--- src/sv/clle_pkg.sv ---
// clle_pkg: payload structs, pool size and command codes for the cursor linked list engine
// no dependencies
`timescale 1ns / 1ps
`default_nettype none
package clle_pkg;
  localparam int POOL = 128;
  localparam int AW   = $clog2(POOL);

  localparam logic [2:0] CMD_MAKE_EMPTY  = 3'd0;
  localparam logic [2:0] CMD_INSERT      = 3'd1;
  localparam logic [2:0] CMD_DELETE      = 3'd2;
  localparam logic [2:0] CMD_FIND        = 3'd3;
  localparam logic [2:0] CMD_FIND_PREV   = 3'd4;
  localparam logic [2:0] CMD_DELETE_LIST = 3'd5;
  localparam logic [2:0] CMD_READ_NODE   = 3'd6;
  localparam logic [2:0] CMD_NONE        = 3'd7;

  typedef struct packed {
    logic [2:0]         command;
    logic [6:0]         list_head;
    logic [6:0]         position;
    logic signed [31:0] element_value;
  } in_item_t;

  typedef struct packed {
    logic [6:0]         result_position;
    logic signed [31:0] node_element;
    logic [6:0]         node_next;
    logic               found;
    logic               status;
  } out_item_t;
endpackage
`default_nettype wire

--- src/sv/clle_front.sv ---
// clle_front: input skid queue, holds up to two accepted commands
// depends on clle_pkg
`timescale 1ns / 1ps
`default_nettype none
module clle_front (
  input  wire                 clk,
  input  wire                 rst,
  input  wire                 in_valid,
  output logic                in_ready,
  input  clle_pkg::in_item_t  in_item,
  output logic                q_valid,
  input  wire                 q_ready,
  output clle_pkg::in_item_t  q_item
);
  import clle_pkg::*;

  in_item_t   slot [2];
  logic       rd_ptr, wr_ptr;
  logic [1:0] count;
  logic       push, pop;

  assign in_ready = (count != 2'd2);
  assign q_valid  = (count != 2'd0);
  assign q_item   = slot[rd_ptr];
  assign push     = in_valid && in_ready;
  assign pop      = q_valid && q_ready;

  always_ff @(posedge clk) begin
    if (push) begin
      slot[wr_ptr] <= in_item;
    end
    if (rst) begin
      rd_ptr <= 1'b0;
      wr_ptr <= 1'b0;
      count  <= 2'd0;
    end else begin
      if (push) wr_ptr <= ~wr_ptr;
      if (pop) rd_ptr <= ~rd_ptr;
      count <= count + {1'b0, push} - {1'b0, pop};
    end
  end

`ifndef ASSERT_OFF
  a_count_range: assert property (@(posedge clk) disable iff (rst) count != 2'd3)
    else $error("queue count out of range");
  a_full_no_push: assert property (@(posedge clk) disable iff (rst)
    count == 2'd2 |-> !push) else $error("push into full queue");
  a_empty_no_pop: assert property (@(posedge clk) disable iff (rst)
    count == 2'd0 |-> !pop) else $error("pop from empty queue");
`endif
endmodule
`default_nettype wire

--- config.mk ---
export PLATFORM = sky130hd
export DESIGN_NAME = clle_front
export DESIGN_NICKNAME = d
export VERILOG_FILES = /design/src/sv/clle_pkg.sv /design/src/sv/clle_front.sv
export SDC_FILE = /design/constraint.sdc
export NUM_CORES = 1
export LEC_CHECK = 0
export BUFFER_PORTS_ARGS = -buffer_cell sky130_fd_sc_hd__buf_2
export CAP_MARGIN = 20
export CORE_MARGIN = 8
export CORE_UTILIZATION = 50
export CTS_CLUSTER_DIAMETER = 80
export DETAILED_ROUTE_END_ITERATION = 6
export PLACE_DENSITY = 0.82
export SLEW_MARGIN = 15
export SYNTH_ARGS = -nofsm -noshare
export SYNTH_HDL_FRONTEND = slang
export SYNTH_SLANG_ARGS = --single-unit
--- constraint.sdc ---
create_clock -name clk -period 9.4 [get_ports clk]
set_clock_uncertainty 0.1 [all_clocks]
set_input_delay 2.35 -clock clk [delete_from_list [all_inputs] [get_ports clk]]
set_output_delay 2.35 -clock clk [all_outputs]
set_load 0.02 [all_outputs]
======== Word level (Yosys, flattened, before mapping) ========
Memories as Yosys holds them, arrays and structs flattened. A register that Yosys moved wholly into a read port is not among the register bits.
Cells that the tools add are included.
storage, ports and cells
  ROM bits ................................ 0
  register bits ........................... 4
  RAM bits ................................ 98
  input bits .............................. 53
  memories kept ........................... 1
  logic and storage cells ................. 16
  latch bits .............................. 0
  output and inout bits ................... 51
memories
  memory  words  bits a word  rd ports  clocked after Yosys merged registers in  write ports  line              text
  slot    2      49           1         1                                        1            clle_front.sv:17  in_item_t slot [2];
cells by class
  add/sub/neg operators ................... 2
  order comparisons ....................... 0
  $mul .................................... 0
  multiplexer cells ....................... 4
  shift-type cells ........................ 0
  equal/unequal tests ..................... 1
  reduce and logical (&&, ||, !) cells .... 3
  div/mod/pow operators ................... 0
  bitwise gates (word level) .............. 2
operators by type and width
  cell                  number
  $mux W1               4
  $add A2 B1 Y2         1
  $logic_and A1 B1 Y1   2
  $ne A2 B2 Y1 const B  1
  $not A1 Y1            2
  $reduce_bool A2 Y1    1
  $sub A2 B1 Y2         1

======== Depth between registers and ports, before layout ========
  depth in word-level cells ............... 4
  mapped depth ............................ 8
  gate-level depth less buffers ........... 8

======== Worst setup path before layout ========
Ideal clock, no wire load.
  path kind ............................... input-to-reg
  from .................................... input port in_valid
  to ...................................... memory slot[0][0] in the netlist's numbering, enable pin
  data required time ...................... 8.844 ns
  path slack .............................. 4.353 ns
  stages .................................. 2
  arrival ................................. 4.492 ns
  library setup time ...................... 0.456 ns
  path buffers ............................ 0
  cells stage by stage .................... nand2_1 nor2_1
between the ends
  cells in the longest elaborated chain, start to end .. 3
ends and longest elaborated chain
  element                        line              text
  start, declared                clle_front.sv:8   input wire in_valid,
  $logic_and A1 B1 Y1            clle_front.sv:25  assign push = in_valid && in_ready;
  $mux W1                        clle_front.sv:29  if (push) begin
  $mux W1 (implied by the code)  clle_front.sv:30  slot[wr_ptr] <= in_item;
  end, declared                  clle_front.sv:17
No other way between the ends.

==> impl_metrics.csv <==
group,metric,value,unit
global_routing,grt_max_degree,50,
yosys,synth_top_flop_cell,"edfxtp_1",
global_routing,antenna_found_initial,0,
clock_network,cts_buffers,9,
clock_network,cts_max_level,3,
layout,drive_gt1_frac,0.599,
job,max-cap-violations,0,
routing,routed_wl,6360,microns
global_routing,grtUsageTotal,0.122,
yosys,synth_mux_area_frac,0.158,
placement,dp_hpwl,4340,microns
pwr,power_density,262,nW/um^2
clock_network,ctsHoldBuffers,0,
sta,worst_pin_slew,0.680,ns
setup_path,max_stage_delay,0.53,ns
yosys,synth-simple-area-share,0.0148,
die,rows,32,
routing,viasPerCell,4.81,
die,coreArea,7570,sq um
setup_path,critical_path_arrival,1.81,ns
yosys,yosysMostFrequentCell,"edfxtp_1",
pwr,combPwrFrac,0.291,
pwr,intPower,846,uW
sta,hold_violations,0,
clock_network,cts_tree,"done",
pwr,ir_drop,0.176,mV
clock_network,cts_sinks,103,
yosys,synth_compound_area_frac,0.00197,
sta,rsz0062_at_grt,"false",
routing,vias,1896,
clock_network,clockBufferDepth,2,
die,pin_count,104,
setup_path,r2r-start,"count[0]",
die,die_h,103,microns
routing,ant_nets,0,
layout,insertedDiodeCount,0,
yosys,ys_seq_area_frac,0.798,
routing,drt_iter0_markers,67,
clock_network,postCtsSetupBuffers,0,
setup_path,start_kind,"flip-flop",
setup_path,critPathKind,"flip-flop to primary output",
sta,period_minus_slack,4.26,ns
clock_network,root_buffer,"clkbuf_8",
yosys,syn_avg_cell_area,21.7,sq um
worst_hold_path,hold_path.class,"flip-flop to flip-flop",
routing,drc,0,
setup_path,cp_max_fo,49,
pwr,leakage,1.75,nW
pwr,p_switching,367,uW
sta,relSlewSlack,0.547,
yosys,synth_top_family_by_area,"multiplexers",
setup_path,path_cells,"buf_4 > mux2_2 > buf_2",
routing,wl_per_cell,16.2,microns
yosys,ys_ff_latch,103,
yosys,synth_cells,176,
sta,max_freq,235,MHz
yosys,synth_edf_count,98,
routing,dr.pass1.iters,5,
clock_network,cts-resized-gates,0,
pwr,power_frac_seq,0.489,
yosys,yosys.area.top_type,"edfxtp_1",
die,dieArea,10700,sq um
yosys,yosysWarnings,0,
yosys,synth_adder_area_share,0.00657,
setup_path,r2r_slack,7.27,ns
global_routing,grt_pass1_vias,2059,
layout,nets,342,
die,initial_core_util,0.504,
setup_path,r2r_cells,4,
routing,top_layer,"met4",
sta,holdWs,0.440,ns
die,die_w,103,microns
setup_path,critPathSlowestCell,"buf_4",
yosys,netlist_top_cells_count,"edfxtp_1, mux2_2, mux2_4, dfxtp_1, nor2_1",
clock_network,clk_pin_slew,0.09,ns
yosys,async_flop_share,0,
sta,tns,0,ns
sta,setup_viol,0,
setup_path,cp-endpoint,"q_item[27]",
routing,wl_met1,2650,microns
sta,fin_crit_sh,0.453,
yosys,synth-xor-area-share,0.00689,
yosys,ys_types,18,
clock_network,clk_latency,0.34,ns
placement,numPortBuffers,103,
run_status,status,"complete, no violations",
sta,maxSlewViolCount,0,
setup_path,regToRegEndpoint,"slot[0][28]",
pwr,swShare,0.303,
placement,gp_congestion,0.684,
setup_path,end_kind,"primary output",
yosys,synth_fp_nets,231,
global_routing,grt_overflow,0,
yosys,synth_area,3810,sq um
layout,areaGrowthSynthToFinish,21.5,%
pwr,power.share.clock,0.220,
setup_path,crit_required,6.95,ns
yosys,yosysTopAreaCellShare,0.772,
routing,dr_wl_met3,502,microns
routing,dr_wl_met2,3130,microns
global_routing,grt_first_pass_wirelength,9680,microns
yosys,yosys-top-cells-area,"edfxtp_1, mux2_2, mux2_4, dfxtp_1, ha_1",
-- layout make-up --
class | instances | area, sq um
multi-input combinational | 67 | 728
timing repair buffer | 105 | 531
clock inverter | 7 | 72.6
tap | 102 | 128
inverter | 1 | 3.75
clock buffer | 9 | 124
fill | 555 | 2940
sequential | 103 | 3040
-- through the flow --
stage                     setup WS, ns   util  power [mW]  cells  cell area (sq um)
after global placement            5.38  0.585       0.957    378               4430
final                             5.14  0.612        1.21    394               4630
after detailed placement          5.35  0.585       0.966    378               4430
after global routing              5.04  0.612        1.27    394               4630
after floorplan                   4.35      -       0.863    176               3810
after CTS                         5.09  0.611        1.23    394               4630
-- power by group through the flow --
stage / combinational [mW] / sequential (mW) / clock, mW
after floorplan: 0.260 / 0.603 / 0
after global placement: 0.356 / 0.601 / 0
after detailed placement: 0.361 / 0.605 / 0
after CTS: 0.362 / 0.595 / 0.276
after global routing: 0.379 / 0.600 / 0.293
final: 0.353 / 0.594 / 0.266
-- routing by layer --
layer / up-vias / global-route usage
met5: - / 0
met4: 0 / 0.0601
met3: 8 / 0.0422
met2: 69 / 0.194
met1: 913 / 0.146
li1: 906 / -
-- registers in the layout (all words and copies together) (netlist names), named ones only --
| signal | cells |
|---|---|
| slot | 98 |
| count | 2 |
| rd_ptr | 1 |
| wr_ptr | 1 |
-- cell usage in the layout, fill, tap and decap left out, drive strengths merged --
master | synthesis | layout
and3 | 1 | 1
buf | 5 | 105
bufinv | 0 | 1
clkbuf | 0 | 9
clkinv | 0 | 4
clkinvlp | 0 | 1
dfxtp | 5 | 5
edfxtp | 98 | 98
ha | 2 | 2
inv | 1 | 2
mux2 | 50 | 50
nand2 | 1 | 1
nand2b | 1 | 1
nor2 | 5 | 5
nor2b | 2 | 2
o21a | 1 | 1
or2 | 1 | 1
xnor2 | 2 | 2
xor2 | 1 | 1
-- critical path, delay by kind of cell, from the launching register on --
family                 cells  cell delay [ns]
muxes                      1             0.42
DFF                        1             0.32
buffers and inverters      2             0.69
-- worst min-delay path by stage --
stage,from,end,slack (ns),cells past startpoint
2_1_floorplan,rd_ptr,flip-flop,0.38,2
6_report,rd_ptr,flip-flop,0.44,2
3_3_place_gp,rd_ptr,rd_ptr,0.39,2
4_1_cts,rd_ptr,flip-flop,0.45,2
5_1_grt,rd_ptr,rd_ptr,0.49,2
3_5_place_dp,rd_ptr,flip-flop,0.42,2
-- cells by family after synthesis --
kind of cell / Yosys count
simple gates: 11
compound gates: 1
buf+inv: 6
fa+ha+maj: 2
flops: 103
xor+xnor: 3
mux: 50
Note: power is estimated with default switching activity, not from simulation.
